**config.mk**
```make
export PLATFORM = sky130hd
export DESIGN_NAME = servo_bus_packet_framer_core
export DESIGN_NICKNAME = d
export VERILOG_FILES = /design/src/sv/sbpf_pkg.sv /design/src/sv/sbpf_front.sv /design/src/sv/sbpf_queue.sv /design/src/sv/sbpf_back.sv /design/src/sv/servo_bus_packet_framer_core.sv
export SDC_FILE = /design/constraint.sdc
export NUM_CORES = 1
export LEC_CHECK = 0
export ABC_AREA = 1
export BUFFER_PORTS_ARGS = -buffer_cell sky130_fd_sc_hd__buf_2
export CAP_MARGIN = 5
export CORE_MARGIN = 2
export CORE_UTILIZATION = 55
export DETAILED_ROUTE_END_ITERATION = 8
export PLACE_DENSITY = 0.79
export SLEW_MARGIN = 5
export SYNTH_ARGS = -nofsm -noshare
export SYNTH_HDL_FRONTEND = slang
export SYNTH_HIERARCHICAL = 1
export SYNTH_SLANG_ARGS = --single-unit
```
**constraint.sdc**
```tcl
create_clock -name clock -period 7.9 [get_ports clock]
set_input_delay 1.185 -clock clock [delete_from_list [all_inputs] [get_ports clock]]
set_output_delay 1.185 -clock clock [all_outputs]
set_load 0.01 [all_outputs]
```
**src/sv/sbpf_pkg.sv**
```systemverilog
package sbpf_pkg;

   // Input item opcodes
   localparam logic [1:0] OP_WRITE   = 2'd0;
   localparam logic [1:0] OP_READ    = 2'd1;
   localparam logic [1:0] OP_RX_BYTE = 2'd2;

   // Packet bytes
   localparam logic [7:0] HDR_BYTE       = 8'hFF;
   localparam logic [7:0] INST_READ      = 8'h02;
   localparam logic [7:0] INST_WRITE     = 8'h03;
   localparam logic [7:0] READ_LEN_FIELD = 8'h04;
   localparam logic [7:0] WRITE_LEN_BASE = 8'h03;

   // Reply length beyond the data bytes
   localparam logic [4:0] REPLY_OVERHEAD = 5'd6;

   // Byte positions inside an outgoing packet
   localparam logic [3:0] IDX_HDR0     = 4'd0;
   localparam logic [3:0] IDX_HDR1     = 4'd1;
   localparam logic [3:0] IDX_ID       = 4'd2;
   localparam logic [3:0] IDX_LEN      = 4'd3;
   localparam logic [3:0] IDX_INST     = 4'd4;
   localparam logic [3:0] IDX_ADDR     = 4'd5;
   localparam logic [3:0] IDX_BODY     = 4'd6;
   localparam logic [3:0] READ_LAST_IDX = 4'd7;

   // Job queue between front and back
   localparam int QUEUE_DEPTH = 4;
   localparam int QPTR_W      = 2;

   typedef enum logic [1:0] {
      JOB_WRITE,
      JOB_READ,
      JOB_REPLY,
      JOB_REJECT
   } sbpf_job_kind_type;

   typedef struct packed {
      sbpf_job_kind_type kind;
      logic [7:0]        id;
      logic [7:0]        addr;
      logic [3:0]        cnt;
      logic [63:0]       data;
      logic              ok;
   } sbpf_job_type;

   typedef struct packed {
      logic empty;
      logic full;
   } sbpf_qstat_type;

   typedef enum logic [1:0] {
      BK_IDLE,
      BK_PACKET,
      BK_STATUS
   } sbpf_back_state_type;

endpackage

```
**src/sv/sbpf_front.sv**
```systemverilog
module sbpf_front #(
   parameter int MAX_DATA_BYTES = 8
) (
   input  logic                  clock,
   input  logic                  reset,
   input  logic                  push,
   input  logic [1:0]            opcode,
   input  logic [7:0]            servo_id,
   input  logic [7:0]            reg_addr,
   input  logic [3:0]            byte_count,
   input  logic [63:0]           payload,
   input  logic [7:0]            rx_byte,
   input  sbpf_pkg::sbpf_qstat_type qstat,
   output logic                  job_push,
   output sbpf_pkg::sbpf_job_type job
);
   import sbpf_pkg::*;

   logic        read_pending_ff, read_pending_in;
   logic [7:0]  pending_id_ff, pending_id_in;
   logic [3:0]  pending_count_ff, pending_count_in;
   logic [3:0]  rx_position_ff, rx_position_in;
   logic [7:0]  rx_sum_ff, rx_sum_in;
   logic        header_match_ff, header_match_in;
   logic [63:0] rx_data_ff, rx_data_in;

   logic        accept, is_cmd, oversize, arm, rx_take, at_last, reply_ok;
   logic [4:0]  last_pos;
   logic [3:0]  data_sel;

   assign accept   = push && !qstat.full;
   assign is_cmd   = (opcode == OP_WRITE) || (opcode == OP_READ);
   assign oversize = {1'b0, byte_count} > 5'(MAX_DATA_BYTES);
   assign arm      = accept && (opcode == OP_READ) && !oversize;
   assign rx_take  = accept && (opcode == OP_RX_BYTE) && read_pending_ff;
   assign last_pos = {1'b0, pending_count_ff} + REPLY_OVERHEAD - 5'd1;
   assign at_last  = {1'b0, rx_position_ff} == last_pos;
   assign data_sel = rx_position_ff - IDX_ADDR;
   assign reply_ok = header_match_ff && (~rx_sum_ff == rx_byte);

   always_comb begin
      read_pending_in  = read_pending_ff;
      pending_id_in    = pending_id_ff;
      pending_count_in = pending_count_ff;
      rx_position_in   = rx_position_ff;
      rx_sum_in        = rx_sum_ff;
      header_match_in  = header_match_ff;
      rx_data_in       = rx_data_ff;
      if (arm) begin
         // re-arm, abandoning any earlier reception
         read_pending_in  = 1'b1;
         pending_id_in    = servo_id;
         pending_count_in = byte_count;
         rx_position_in   = '0;
         rx_sum_in        = '0;
         header_match_in  = 1'b1;
         rx_data_in       = '0;
      end else if (rx_take) begin
         if (at_last) begin
            read_pending_in = 1'b0;
            rx_position_in  = '0;
         end else begin
            if ((rx_position_ff == IDX_HDR0 || rx_position_ff == IDX_HDR1) &&
                rx_byte != HDR_BYTE) begin
               header_match_in = 1'b0;
            end
            if (rx_position_ff == IDX_ID && rx_byte != pending_id_ff) begin
               header_match_in = 1'b0;
            end
            if (rx_position_ff >= IDX_ID) begin
               rx_sum_in = rx_sum_ff + rx_byte;
            end
            if (rx_position_ff >= IDX_ADDR && !data_sel[3]) begin
               rx_data_in = rx_data_ff | (64'(rx_byte) << {data_sel[2:0], 3'b000});
            end
            rx_position_in = rx_position_ff + 4'd1;
         end
      end
   end

   always_comb begin
      job_push = accept && (is_cmd || (rx_take && at_last));
      job.id   = servo_id;
      job.addr = reg_addr;
      job.cnt  = byte_count;
      job.ok   = reply_ok;
      if (is_cmd) begin
         job.data = payload;
         if (oversize) begin
            job.kind = JOB_REJECT;
         end else if (opcode == OP_WRITE) begin
            job.kind = JOB_WRITE;
         end else begin
            job.kind = JOB_READ;
         end
      end else begin
         job.kind = JOB_REPLY;
         job.data = reply_ok ? rx_data_ff : 64'd0;
      end
   end

   always_ff @(posedge clock) begin
      if (reset) begin
         read_pending_ff  <= 1'b0;
         pending_id_ff    <= '0;
         pending_count_ff <= '0;
         rx_position_ff   <= '0;
         rx_sum_ff        <= '0;
         header_match_ff  <= 1'b1;
         rx_data_ff       <= '0;
      end else begin
         read_pending_ff  <= read_pending_in;
         pending_id_ff    <= pending_id_in;
         pending_count_ff <= pending_count_in;
         rx_position_ff   <= rx_position_in;
         rx_sum_ff        <= rx_sum_in;
         header_match_ff  <= header_match_in;
         rx_data_ff       <= rx_data_in;
      end
   end

endmodule

```
**src/sv/sbpf_queue.sv**
```systemverilog
module sbpf_queue (
   input  logic                     clock,
   input  logic                     reset,
   input  logic                     push,
   input  sbpf_pkg::sbpf_job_type   push_job,
   input  logic                     pop,
   output sbpf_pkg::sbpf_job_type   head_job,
   output sbpf_pkg::sbpf_qstat_type qstat
);
   import sbpf_pkg::*;

   sbpf_job_type      slot_ff [QUEUE_DEPTH];
   logic [QPTR_W-1:0] wr_ptr_ff, wr_ptr_in;
   logic [QPTR_W-1:0] rd_ptr_ff, rd_ptr_in;
   logic [QPTR_W:0]   count_ff, count_in;
   logic              do_push, do_pop;

   assign qstat.empty = count_ff == '0;
   assign qstat.full  = count_ff == (QPTR_W+1)'(QUEUE_DEPTH);
   assign do_push     = push && !qstat.full;
   assign do_pop      = pop && !qstat.empty;
   assign head_job    = slot_ff[rd_ptr_ff];

   always_comb begin
      wr_ptr_in = do_push ? wr_ptr_ff + 1'b1 : wr_ptr_ff;
      rd_ptr_in = do_pop ? rd_ptr_ff + 1'b1 : rd_ptr_ff;
      count_in  = count_ff;
      if (do_push && !do_pop) begin
         count_in = count_ff + 1'b1;
      end else if (do_pop && !do_push) begin
         count_in = count_ff - 1'b1;
      end
   end

   always_ff @(posedge clock) begin
      if (do_push) begin
         slot_ff[wr_ptr_ff] <= push_job;
      end
   end

   always_ff @(posedge clock) begin
      if (reset) begin
         wr_ptr_ff <= '0;
         rd_ptr_ff <= '0;
         count_ff  <= '0;
      end else begin
         wr_ptr_ff <= wr_ptr_in;
         rd_ptr_ff <= rd_ptr_in;
         count_ff  <= count_in;
      end
   end

endmodule

```
**src/sv/sbpf_back.sv**
```systemverilog
module sbpf_back (
   input  logic                     clock,
   input  logic                     reset,
   input  sbpf_pkg::sbpf_job_type   head_job,
   input  sbpf_pkg::sbpf_qstat_type qstat,
   output logic                     job_pop,
   input  logic                     pop,
   output logic                     empty,
   output logic [7:0]               tx_byte,
   output logic                     tx_valid,
   output logic                     last,
   output logic                     reply_done,
   output logic                     reply_ok,
   output logic [63:0]              reply_data,
   output logic                     request_error
);
   import sbpf_pkg::*;

   sbpf_back_state_type state_ff, state_in;
   sbpf_job_type        job_ff;
   logic [3:0]          idx_ff, idx_in;
   logic [7:0]          sum_ff, sum_in;
   logic [63:0]         shift_ff, shift_in;

   logic        out_valid_ff, out_valid_in;
   logic [7:0]  out_byte_ff;
   logic        out_txv_ff, out_last_ff, out_done_ff, out_ok_ff, out_err_ff;
   logic [63:0] out_data_ff;

   logic        out_ready, emit, is_write, at_end;
   logic [3:0]  last_idx;
   logic [7:0]  pkt_byte;

   assign out_ready = !out_valid_ff || pop;
   assign is_write  = job_ff.kind == JOB_WRITE;
   assign last_idx  = is_write ? job_ff.cnt + IDX_BODY : READ_LAST_IDX;
   assign at_end    = idx_ff == last_idx;

   // Next state
   always_comb begin
      state_in = state_ff;
      case (state_ff)
         BK_IDLE: begin
            if (!qstat.empty) begin
               if (head_job.kind == JOB_WRITE || head_job.kind == JOB_READ) begin
                  state_in = BK_PACKET;
               end else begin
                  state_in = BK_STATUS;
               end
            end
         end
         BK_PACKET: begin
            if (out_ready && at_end) begin
               state_in = BK_IDLE;
            end
         end
         BK_STATUS: begin
            if (out_ready) begin
               state_in = BK_IDLE;
            end
         end
         default: state_in = BK_IDLE;
      endcase
   end

   // Packet byte at the current position
   always_comb begin
      case (idx_ff)
         IDX_HDR0: pkt_byte = HDR_BYTE;
         IDX_HDR1: pkt_byte = HDR_BYTE;
         IDX_ID:   pkt_byte = job_ff.id;
         IDX_LEN:  pkt_byte = is_write ? WRITE_LEN_BASE + 8'(job_ff.cnt) : READ_LEN_FIELD;
         IDX_INST: pkt_byte = is_write ? INST_WRITE : INST_READ;
         IDX_ADDR: pkt_byte = job_ff.addr;
         default: begin
            if (at_end) begin
               pkt_byte = ~sum_ff;
            end else if (is_write) begin
               pkt_byte = shift_ff[7:0];
            end else begin
               pkt_byte = 8'(job_ff.cnt);
            end
         end
      endcase
   end

   // Outputs of the sequencer
   always_comb begin
      job_pop  = (state_ff == BK_IDLE) && !qstat.empty;
      emit     = (state_ff != BK_IDLE) && out_ready;
      idx_in   = idx_ff;
      sum_in   = sum_ff;
      shift_in = shift_ff;
      if (job_pop) begin
         idx_in   = '0;
         sum_in   = '0;
         shift_in = head_job.data;
      end else if (state_ff == BK_PACKET && out_ready) begin
         idx_in = idx_ff + 4'd1;
         if (idx_ff >= IDX_ID && !at_end) begin
            sum_in = sum_ff + pkt_byte;
         end
         if (is_write && idx_ff >= IDX_BODY && !at_end) begin
            shift_in = shift_ff >> 8;
         end
      end
      out_valid_in = emit ? 1'b1 : (pop ? 1'b0 : out_valid_ff);
   end

   always_ff @(posedge clock) begin
      if (job_pop) begin
         job_ff <= head_job;
      end
      idx_ff   <= idx_in;
      sum_ff   <= sum_in;
      shift_ff <= shift_in;
      if (emit) begin
         if (state_ff == BK_PACKET) begin
            out_byte_ff <= pkt_byte;
            out_txv_ff  <= 1'b1;
            out_last_ff <= at_end;
            out_done_ff <= 1'b0;
            out_ok_ff   <= 1'b0;
            out_data_ff <= '0;
            out_err_ff  <= 1'b0;
         end else begin
            out_byte_ff <= '0;
            out_txv_ff  <= 1'b0;
            out_last_ff <= 1'b1;
            out_done_ff <= job_ff.kind == JOB_REPLY;
            out_ok_ff   <= (job_ff.kind == JOB_REPLY) && job_ff.ok;
            out_data_ff <= (job_ff.kind == JOB_REPLY) ? job_ff.data : 64'd0;
            out_err_ff  <= job_ff.kind == JOB_REJECT;
         end
      end
   end

   always_ff @(posedge clock) begin
      if (reset) begin
         state_ff     <= BK_IDLE;
         out_valid_ff <= 1'b0;
      end else begin
         state_ff     <= state_in;
         out_valid_ff <= out_valid_in;
      end
   end

   assign empty         = !out_valid_ff;
   assign tx_byte       = out_byte_ff;
   assign tx_valid      = out_txv_ff;
   assign last          = out_last_ff;
   assign reply_done    = out_done_ff;
   assign reply_ok      = out_ok_ff;
   assign reply_data    = out_data_ff;
   assign request_error = out_err_ff;

endmodule

```
**src/sv/servo_bus_packet_framer_core.sv**
```systemverilog
// Master-side framer for a half-duplex serial servo bus. Push one item per
// cycle while req_full is low: a write command (opcode 0) yields the packet
// FF FF id len+3 03 addr data... checksum, one byte per result; a read command
// (opcode 1) yields FF FF id 04 02 addr len checksum and arms reception of a
// len+6 byte reply; opcode 2 feeds one received byte. Received bytes are
// absorbed silently until the last one, which yields a single result with
// reply_done, reply_ok (headers, id and checksum) and the data bytes. A command
// whose byte count exceeds MAX_DATA_BYTES yields one result with request_error
// and sends nothing. Every run of results ends with rsp_last. The front takes
// one item per cycle into a four-entry job queue while it has room; the back
// sequencer pulls a job and then emits one packet byte per cycle unless the
// output register stalls, and pulls the next job only when it is back in idle.
module servo_bus_packet_framer_core #(
   parameter int MAX_DATA_BYTES = 8
) (
   input  logic        clock,
   input  logic        reset,
   input  logic        req_push,
   output logic        req_full,
   input  logic [1:0]  req_opcode,
   input  logic [7:0]  req_servo_id,
   input  logic [7:0]  req_reg_addr,
   input  logic [3:0]  req_byte_count,
   input  logic [63:0] req_payload,
   input  logic [7:0]  req_rx_byte,
   output logic        rsp_empty,
   input  logic        rsp_pop,
   output logic [7:0]  rsp_tx_byte,
   output logic        rsp_tx_valid,
   output logic        rsp_last,
   output logic        rsp_reply_done,
   output logic        rsp_reply_ok,
   output logic [63:0] rsp_reply_data,
   output logic        rsp_request_error
);
   import sbpf_pkg::*;

   sbpf_qstat_type qstat;
   sbpf_job_type   push_job;
   sbpf_job_type   head_job;
   logic           job_push;
   logic           job_pop;

   // Stall the input side only when the job queue has no room
   assign req_full = qstat.full;

   // Classify items and track the pending reply
   sbpf_front #(
      .MAX_DATA_BYTES(MAX_DATA_BYTES)
   ) u_front (
      .clock      (clock),
      .reset      (reset),
      .push       (req_push),
      .opcode     (req_opcode),
      .servo_id   (req_servo_id),
      .reg_addr   (req_reg_addr),
      .byte_count (req_byte_count),
      .payload    (req_payload),
      .rx_byte    (req_rx_byte),
      .qstat      (qstat),
      .job_push   (job_push),
      .job        (push_job)
   );

   // Decouple classification from byte emission
   sbpf_queue u_queue (
      .clock    (clock),
      .reset    (reset),
      .push     (job_push),
      .push_job (push_job),
      .pop      (job_pop),
      .head_job (head_job),
      .qstat    (qstat)
   );

   // Serialize packets and status results into the output register
   sbpf_back u_back (
      .clock         (clock),
      .reset         (reset),
      .head_job      (head_job),
      .qstat         (qstat),
      .job_pop       (job_pop),
      .pop           (rsp_pop),
      .empty         (rsp_empty),
      .tx_byte       (rsp_tx_byte),
      .tx_valid      (rsp_tx_valid),
      .last          (rsp_last),
      .reply_done    (rsp_reply_done),
      .reply_ok      (rsp_reply_ok),
      .reply_data    (rsp_reply_data),
      .request_error (rsp_request_error)
   );

endmodule

```
# Yosys cells after proc, flatten, opt, wreduce, memory -nomap -nowiden
# Memory sizes are Yosys's and may differ from the RTL's. A register that Yosys moved wholly into a read port is not among the register bits.
# Cells that the tools add are included.
dict set report word_totals {
  regBits 340
  ram_bits 348
  out_inout_bits 79
  elab_cells 171
  memories 1
}
# memory depth word_bits read_ports rd_ports_with_merged_regs write_ports line
set memory_table {}
lappend memory_table {u_queue.slot_ff 4 87 1 1 1 sbpf_queue.sv:12} ;# sbpf_job_type slot_ff [QUEUE_DEPTH];
dict set report classes {
  add_sub_neg 13
  magnitude_cmp 5
  eq_ne 23
  shift 1
  mux 34
  bitwise 5
  n_reduce_logical 61
}
# cell n
set op_table {}
lappend op_table {{64-bit 2-to-1 mux} 5}
lappend op_table {{64-bit OR} 1}
lappend op_table {{8-bit by 6-bit left shift with 64-bit output} 1}
lappend op_table {{8-bit one-hot mux with 5 select lines} 1}
lappend op_table {{8-bit 2-to-1 mux} 3}
lappend op_table {{1-bit logical AND} 23}
lappend op_table {{8-bit adder} 2}
lappend op_table {{2-bit 2-to-1 mux} 8}
lappend op_table {{8-bit NOT} 2}
lappend op_table {{2-bit nonzero test} 8}
lappend op_table {{4-bit by 2-bit equality test with 1-bit output, second input constant} 3}
lappend op_table {{1-bit 2-to-1 mux} 12}
lappend op_table {{3-bit AND reduction} 4}
lappend op_table {{4-bit by 1-bit adder with 4-bit output, second input constant} 2}
lappend op_table {{2-bit equality test, second input constant} 4}
lappend op_table {{4-bit by 1-bit equality test with 1-bit output, second input constant} 2}
lappend op_table {{4-bit by 3-bit equality test with 1-bit output, second input constant} 2}
lappend op_table {{8-bit equality test} 1}
lappend op_table {{4-bit by 2-bit >= comparator with 1-bit output, second input constant} 2}
lappend op_table {{4-bit by 3-bit >= comparator with 1-bit output, second input constant} 2}
lappend op_table {{1-bit zero test} 8}
lappend op_table {{2-bit zero test} 4}
lappend op_table {{4-bit zero test} 2}
lappend op_table {{4-bit 2-to-1 mux} 2}
lappend op_table {{other kinds (24)} 38}

# Longest topological paths before layout
# Gate-level depths: netlist of the first run.
dict set report logic_depth {
  ltp_word 13
  ltp_mapped 23
}

# Hierarchy
# Netlist of the first run, hierarchy kept.
# mod instances cells_per_inst area_per_inst_um2 seq_area_each_um2
set modules_own_cells {}
lappend modules_own_cells {sbpf_queue 1 911 13395.3 10630.2}
lappend modules_own_cells {sbpf_back 1 833 9829.4 7146.9}
lappend modules_own_cells {sbpf_front 1 837 5656.7 1801.7}

# Worst setup path after synthesis of the first run
# OpenSTA, ideal clock, no wires.
dict set report synth_timing {
  path_type {input to register}
  startpoint {in rsp_pop}
  endpoint {reg u_back.shift_ff[0], enable pin}
  arrival_time_ps 6015
  required_time_ps 7326
  path_slack_ps 1311
  path_stages 4
  n_path_buf 0
  path_cell_list {nor2_1 -> nor2_4 -> inv_2 -> o21ai_0}
}
dict set report synth_between {
  elab_chain_len 4
}
# item line
set synth_lines {}
lappend synth_lines {{start, declared} servo_bus_packet_framer_core.sv:27} ;# input logic rsp_pop,
lappend synth_lines {{1-bit logical OR} sbpf_back.sv:34} ;# assign out_ready = !out_valid_ff || pop;
lappend synth_lines {{1-bit logical AND} sbpf_back.sv:98} ;# end else if (state_ff == BK_PACKET && out_ready) begin
lappend synth_lines {{2-bit nonzero test (no line)} -}
lappend synth_lines {{2-bit AND reduction (no line)} -}
lappend synth_lines {{end signal, assigned} sbpf_back.sv:116} ;# shift_ff <= shift_in;
lappend synth_lines {{end, declared} sbpf_back.sv:23} ;# logic [63:0] shift_ff, shift_in;
# No other way between the ends.
# A chain may end at the register's enable or synchronous reset.

# Worst setup path after layout of the first run
dict set report layout_timing {
  startpoint {reg u_front.rx_position_ff[0]}
  endpoint {mem u_queue/slot_ff[2][75] (netlist name), enable pin}
}
dict set report layout_between {
  elab_chain_len 7
}
# item line
set layout_lines {}
lappend layout_lines {{start, declared} sbpf_front.sv:22} ;# logic [3:0] rx_position_ff, rx_position_in;
lappend layout_lines {{start signal, assigned} sbpf_front.sv:115} ;# rx_position_ff <= rx_position_in;
lappend layout_lines {{4-bit by 5-bit equality test with 1-bit output} sbpf_front.sv:37} ;# assign at_last = {1'b0, rx_position_ff} == last_pos;
lappend layout_lines {{1-bit logical AND} sbpf_front.sv:82} ;# job_push = accept && (is_cmd || (rx_take && at_last));
lappend layout_lines {{1-bit logical OR} sbpf_front.sv:82}
lappend layout_lines {{1-bit logical AND} sbpf_front.sv:82}
lappend layout_lines {{via job_push} servo_bus_packet_framer_core.sv:41} ;# logic job_push;
lappend layout_lines {{1-bit logical AND} sbpf_queue.sv:20} ;# assign do_push = push && !qstat.full;
lappend layout_lines {{1-bit 2-to-1 mux} sbpf_queue.sv:36} ;# if (do_push) begin
lappend layout_lines {{1-bit 2-to-1 mux (implied by the code)} sbpf_queue.sv:37} ;# slot_ff[wr_ptr_ff] <= push_job;
lappend layout_lines {{end, declared} sbpf_queue.sv:12}
# The timed path passes the listed nets, and every way through them passes these cells.

==> impl_metrics.toml, run 1 <==
[placed_design]
place_congestion = 0.9660
placed_area_um2 = 29880
dp_hpwl_mm = 44.39
numPortBuffers = 176

[setup_path]
end_kind = "register"
start_kind = "register"
critPathRequiredTime_ns = 8.11
path_max_fanout = 70
crit_type = "register to register"
crit_arrival_ns = 4.26

[run_status]
status = "finished, final reports clean"

[synth]
syn_nets = 2715
syn_area_per_cell_um2 = 11.19
synth-main-ff-cell = "edfxtp_1"
yosysSeqAreaShare_pct = 67.79
syn_inst = 2581
yosysWarnings = 6
async_flop_share_pct = 0
synth_cell_types = 48
syn_area_um2 = 28880
ys_seq_elements = 690
synth_edf_count = 576

[sta]
fmax_mhz = 247.2
hold_violations = 0
rsz0062_at_grt = "no"
tns_ns = 0
finalCritPeriodShare_pct = 51.20
tightest_slew_ns = 1.150
fin_skew_ns = 0.02689
slew_headroom_pct = 23.35
hold_ws_ns = 0.4535
setup_violations = 0
fin_crit_ns = 4.045
finalMaxSlewViolations = 0

[clock_network]
cts_tree = "yes"
cts-buffers-inserted = 69
cts_hold_buf = 0
cts.sinks = 690
worstSkewPairLatency_ns = 0.61
path_clk_slew_ns = 0.06
cts-resized-gates = 0
ctsHtreeMaxLevel = 3
ctsRootBufferMaster = "clkbuf_16"
cts_setup_buffers = 0
clock_path_buffers = 3

[route]
drc = 0
viasPerCell = 5.811
wl_per_cell_um = 20.55
drt_wl_total_mm = 70.31
dr.pass1.iters = 8
drtIter0Drc = 2643
ant_nets = 0
vias = 19880

[flow_run]
cap_viol_max_count = 0

[finish]
final_area_um2 = 32090
drive_above_1_share_pct = 12.80
nets = 2820
area_growth_pct = 11.09
diodes = 0

[pwr]
power_frac_comb_pct = 26.2
p_int_mw = 7.756
p_switching_mw = 3.901
ir_drop_mv = 0.1948
leakagePower_nw = 12.01
clkPwrFrac_pct = 27.2
seqPwrFrac_pct = 46.5
p_total_mw = 11.66
switching_share_pct = 33.46
powerDensity_nw_per_um2 = 363.3

[min_path]
hold_class = "register to register"

[floorplan]
die-height_um = 233.2
start_util_pct = 55.96
die_area_um2 = 54360
num_rows = 83
die_width_um = 233.2
core_area_um2 = 51610
io_pins = 177

[grt]
grt_overflow = 0
first_global_vias = 18940
grt_first_pass_wirelength_mm = 106.3
grt_max_degree = 97
antenna_found_initial = 0
groute.usage.overall_pct = 25.74
[power by group through the flow]
stage	clock [mW]	sequential (mW)	combinational, mW
after floorplan	0	5.53	2.06
after global placement	0	5.47	2.92
after detailed placement	0	5.50	3.02
after CTS	3.21	5.43	3.05
after global routing	3.36	5.50	3.39
final	3.17	5.42	3.06
[path summary, 6_finish.rpt]
kind | cells after the start | to | start | slack, ns
worst max-delay path | 10 | u_queue/slot_ff[2][75] | u_front/rx_position_ff[0] | 3.86
worst min-delay path | 2 | u_front/header_match_ff | u_front/header_match_ff | 0.45
worst min register to register | 2 | u_front/header_match_ff | u_front/header_match_ff | 0.45
worst max register to register | 10 | u_queue/slot_ff[2][75] | u_front/rx_position_ff[0] | 3.86
[cell usage after synthesis, types with 4 or more instances]
cell / number / area (um^2)
edfxtp_1: 576 / 17300
nor2_1: 381 / 1430
nand2_1: 375 / 1408
inv_1: 228 / 855.8
o21ai_0: 125 / 625.6
dfxtp_1: 114 / 2282
a21oi_1: 112 / 560.5
o22ai_1: 90 / 563.0
o21ai_1: 85 / 425.4
nand4_1: 75 / 469.2
nand3_1: 73 / 365.4
o31ai_1: 65 / 488.0
clkbuf_1: 60 / 225.2
buf_4: 42 / 315.3
ha_1: 33 / 412.9
buf_2: 30 / 150.1
buf_6: 21 / 236.5
inv_2: 12 / 45.04
xnor2_1: 10 / 87.58
xor2_1: 9 / 78.83
buf_1: 7 / 26.28
clkbuf_2: 6 / 30.03
o211ai_1: 6 / 45.04
nand3b_1: 5 / 37.54
nand2_2: 4 / 25.02
nor2_4: 4 / 45.04
[area by class of cell]
type,count,area (um^2)
well taps,680,850.8
inverters,244,932.1
clock inverters,35,284.0
fillers,3830,19530
repair buffers,200,1061
flip-flops and latches,690,19590
clock buffers,92,1917
multi-input cells,1481,7455
[metal layers]
layer  track usage, %  part of all wire (%)  routed length [um]
met1            34.71                    39               27440
met2            41.95                    48               33810
met3            3.992                   9.3                6505
met4            10.57                   3.6                2562
met5                0                     0                   0
[worst max-delay path, stage by stage, from the launching register on]
cell	delay (ns)
dfxtp_1	0.56
inv_2	0.41
nand2_1	0.09
nand2_1	0.08
nand2_1	0.05
nor2_1	0.11
nand3_2	0.09
o22ai_1	0.27
nand2_1	0.37
nor2_4	0.58
buf_4	0.87
[registers in the layout, indices dropped and copies added, names as in the netlist, 2 cells and up, named ones only]
| signal | flops |
|---|---|
| u_back/tx_byte | 8 |
| u_front/rx_sum_ff | 8 |
| u_front/rx_data_ff | 64 |
| u_queue/wr_ptr_ff | 2 |
| u_front/pending_id_ff | 8 |
| u_back/job_ff | 87 |
| u_front/rx_position_ff | 4 |
| u_queue/rd_ptr_ff | 2 |
| u_back/state_ff | 2 |
| u_back/shift_ff | 64 |
| u_back/reply_data | 64 |
| u_queue/slot_ff | 348 |
| u_queue/count_ff | 3 |
| u_back/idx_ff | 4 |
| u_front/pending_count_ff | 4 |
| u_back/sum_ff | 8 |
[through the flow]
stage	worst slack, ns	utilization [%]	instances
CTS	3.910	62.17	3422
floorplan	1.311	-	2581
finish	3.855	62.17	3422
detailed placement	3.327	57.90	3295
global placement	3.361	57.90	3295
global route	3.603	62.17	3422
[placed cells by master (no fill, tap or decap), drive strengths merged]
| master | synthesis | layout |
|---|---|---|
| and2 | 1 | 1 |
| nor2 | 389 | 389 |
| a21boi | 1 | 1 |
| xnor2 | 10 | 10 |
| a211oi | 1 | 1 |
| nor4 | 1 | 1 |
| nand3b | 5 | 5 |
| a22o | 2 | 2 |
| a21oi | 112 | 112 |
| buf | 100 | 200 |
| o22ai | 90 | 90 |
| o31ai | 65 | 65 |
| fa | 3 | 3 |
| o2111ai | 1 | 1 |
| clkinv | 1 | 24 |
| nand4 | 76 | 76 |
| clkinvlp | 0 | 5 |
| inv | 243 | 247 |
| o21ai | 211 | 211 |
| ha | 33 | 33 |
| bufinv | 0 | 3 |
| o211ai | 6 | 6 |
| nor3 | 4 | 4 |
| a31o | 1 | 1 |
| nand2 | 379 | 379 |
| nand3 | 77 | 77 |
| a21o | 1 | 1 |
| edfxtp | 576 | 576 |
| o21bai | 2 | 2 |
| xor2 | 10 | 10 |
| clkbuf | 66 | 92 |
| dfxtp | 114 | 114 |
[cell families after synthesis]
logic type | Yosys count | synth area share (%)
buf+inv | 410 | 6.620
xor+xnor | 20 | 0.6325
simple gates | 932 | 13.64
fa+ha+maj | 36 | 1.638
compound gates | 493 | 9.683
flops | 690 | 67.79
Note: power is estimated with default switching activity, not from simulation.
==> inputs of run 2 (changes only) <==
clock period = 3.74 ns   (was 7.9 ns; I/O delays follow)
==> impl_metrics.toml, run 2 (synthesized netlist as in run 1, its figures left out) <==
[sta]
fmax_mhz = 304.8
fin_skew_ns = 0.02245
finalCritPeriodShare_pct = 87.73
setup_violations = 0
fin_ws_ns = 0.4589
finalMaxSlewViolations = 0
tightest_slew_ns = 1.190
rsz0062_at_grt = "no"
tns_ns = 0
fin_crit_ns = 3.281
slew_headroom_pct = 20.68
hold_violations = 0

[clock_network]
cts-buffers-inserted = 68
cts_setup_buffers = 0
path_clk_slew_ns = 0.06
clock_path_buffers = 3
cts.sinks = 690
ctsHtreeMaxLevel = 3
cts_tree = "yes"
cts-resized-gates = 0
cts_hold_buf = 0
ctsRootBufferMaster = "clkbuf_16"
worstSkewPairLatency_ns = 0.60

[route]
viasPerCell = 5.829
wl_per_cell_um = 20.78
drt_wl_total_mm = 71.23
ant_nets = 0
vias = 19980
dr.pass1.iters = 6
drtIter0Drc = 2683
drc = 0

[flow_run]
cap_viol_max_count = 0

[floorplan]
die-height_um = 233.2
io_pins = 177
num_rows = 83
die_width_um = 233.2
die_area_um2 = 54360
start_util_pct = 55.96
core_area_um2 = 51610

[grt]
groute.usage.overall_pct = 26.35
use_met1_pct = 36.37
met2_usage_pct = 42.47
grt_overflow = 0
grt_max_degree = 175
use_met3_pct = 3.967
antenna_found_initial = 1
busiest_layer = "met2"
grt_first_pass_wirelength_mm = 109.2
first_global_vias = 19300

[pwr]
power_frac_comb_pct = 26.7
seqPwrFrac_pct = 45.2
leakagePower_nw = 12.15
ir_drop_mv = 0.4911
p_int_mw = 16.84
switching_share_pct = 32.85
powerDensity_nw_per_um2 = 773.7
p_switching_mw = 8.238
clkPwrFrac_pct = 28.0

[min_path]
hold_path_startpoint = "req_reg_addr[0]"
whs_path_depth = 1
holdPathEnd = "u_queue/slot_ff[1][69]"
hold_class = "input pin to register"

[finish]
stdcell_count = 3428
final_common_cell = "edfxtp_1"
mostFrequentLayoutCells = "edfxtp_1 (576), nor2_1 (375), nand2_1 (374)"
drive_above_1_share_pct = 13.17
fillers = 3806
regMostFlops = "u_queue/slot_ff"
nets = 2830
largest_reg_flops = 348
reg_top3 = "u_queue/slot_ff (348), u_back/job_ff (87)"
diodes = 0
area_growth_pct = 12.24

[placed_design]
place_congestion = 0.9242
numPortBuffers = 176
dp.cells = 3306
place_ws_ns = 0.4848
dp_hpwl_mm = 45.64

[setup_path]
r2r_end = "u_back/sum_ff[6]"
reg2reg_depth = 20
reg2reg_setup_slack_ns = 0.46
end_kind = "register"
critPathRequiredTime_ns = 4.21
start_kind = "register"
path_max_fanout = 9
crit_type = "register to register"
rr_startpoint = "u_back/job_ff[66]"
crit_arrival_ns = 3.75

[run_status]
status = "finished, final reports clean"
==> run 2: cell types whose count changed in the layout (fill, tap and decap cells not counted), sizes merged <==
cell and delta:
clkinv -8, inv -3, bufinv +6, buf +11
==> run 2: cell type report <==
type / instances / area [um^2] / area share (%)
flip-flops and latches: 690 / 19580 / 60.41
multi-input cells: 1481 / 7455 / 23.00
clock buffers: 92 / 1916 / 5.909
repair buffers: 211 / 1281 / 3.952
inverters: 244 / 930.9 / 2.872
well taps: 680 / 850.8 / 2.625
clock inverters: 30 / 399.1 / 1.231
==> run 2: power groups by stage <==
| stage | sequential [mW] | clock [mW] | combinational (mW) |
|---|---|---|---|
| finish | 11.3 | 7.03 | 6.71 |
| CTS | 11.4 | 7.13 | 6.67 |
| floorplan | 11.5 | 0 | 4.38 |
| detailed placement | 11.5 | 0 | 6.60 |
| global route | 11.5 | 7.40 | 7.43 |
| global placement | 11.4 | 0 | 6.39 |
==> run 2: worst max-delay path, stage by stage (launching register included) <==
cell and delay, ns:
edfxtp_1 0.43, inv_1 0.17, ha_1 0.19, inv_1 0.04, nand2_1 0.11, nand3_1 0.09
nand2_1 0.13, nand3_4 0.11, nor2_8 0.19, o211ai_1 0.10, o21ai_0 0.13, inv_1 0.08
ha_1 0.23, fa_1 0.42, nand3_1 0.10, nand2_1 0.09, a21oi_1 0.16, nor2_1 0.05
nor2_1 0.12, xor2_1 0.16, a21oi_1 0.08
==> run 2: metrics by stage <==
| step | power, mW | utilization, % | hold slack (ns) | area (um^2) |
|---|---|---|---|---|
| 2_1_floorplan | 15.92 | - | 0.4182 | 28920 |
| 3_3_place_gp | 17.84 | 58.32 | 0.4453 | 30100 |
| 3_5_place_dp | 18.10 | 58.32 | 0.4498 | 30100 |
| 4_1_cts | 25.15 | 62.81 | 0.1572 | 32420 |
| 5_1_grt | 26.31 | 62.81 | 0.1759 | 32420 |
| 6_report | 25.08 | 62.81 | 0.1871 | 32420 |
==> run 2: layer usage <==
layer / up-vias / wire [um] / part of all wire (%)
met5: - / 0 / 0
met4: 0 / 2315 / 3.3
met3: 145 / 6587 / 9.2
met2: 1083 / 34270 / 48
met1: 9578 / 28060 / 39
li1: 9176 / - / -
==> run 2: worst max path at each step <==
stage / start / to / slack [ns]
final: u_back/job_ff[66] / u_back/sum_ff[6] / 0.46
after global routing: u_back/job_ff[86] / u_back/sum_ff[7] / 0.05
after floorplan: u_front/pending_count_ff[0] / u_queue/slot_ff[0][0] / 0.27
after CTS: u_back/job_ff[66] / u_back/sum_ff[6] / 0.47
after global placement: u_back/job_ff[66] / u_back/sum_ff[7] / 0.60
after detailed placement: u_back/job_ff[66] / u_back/sum_ff[7] / 0.48
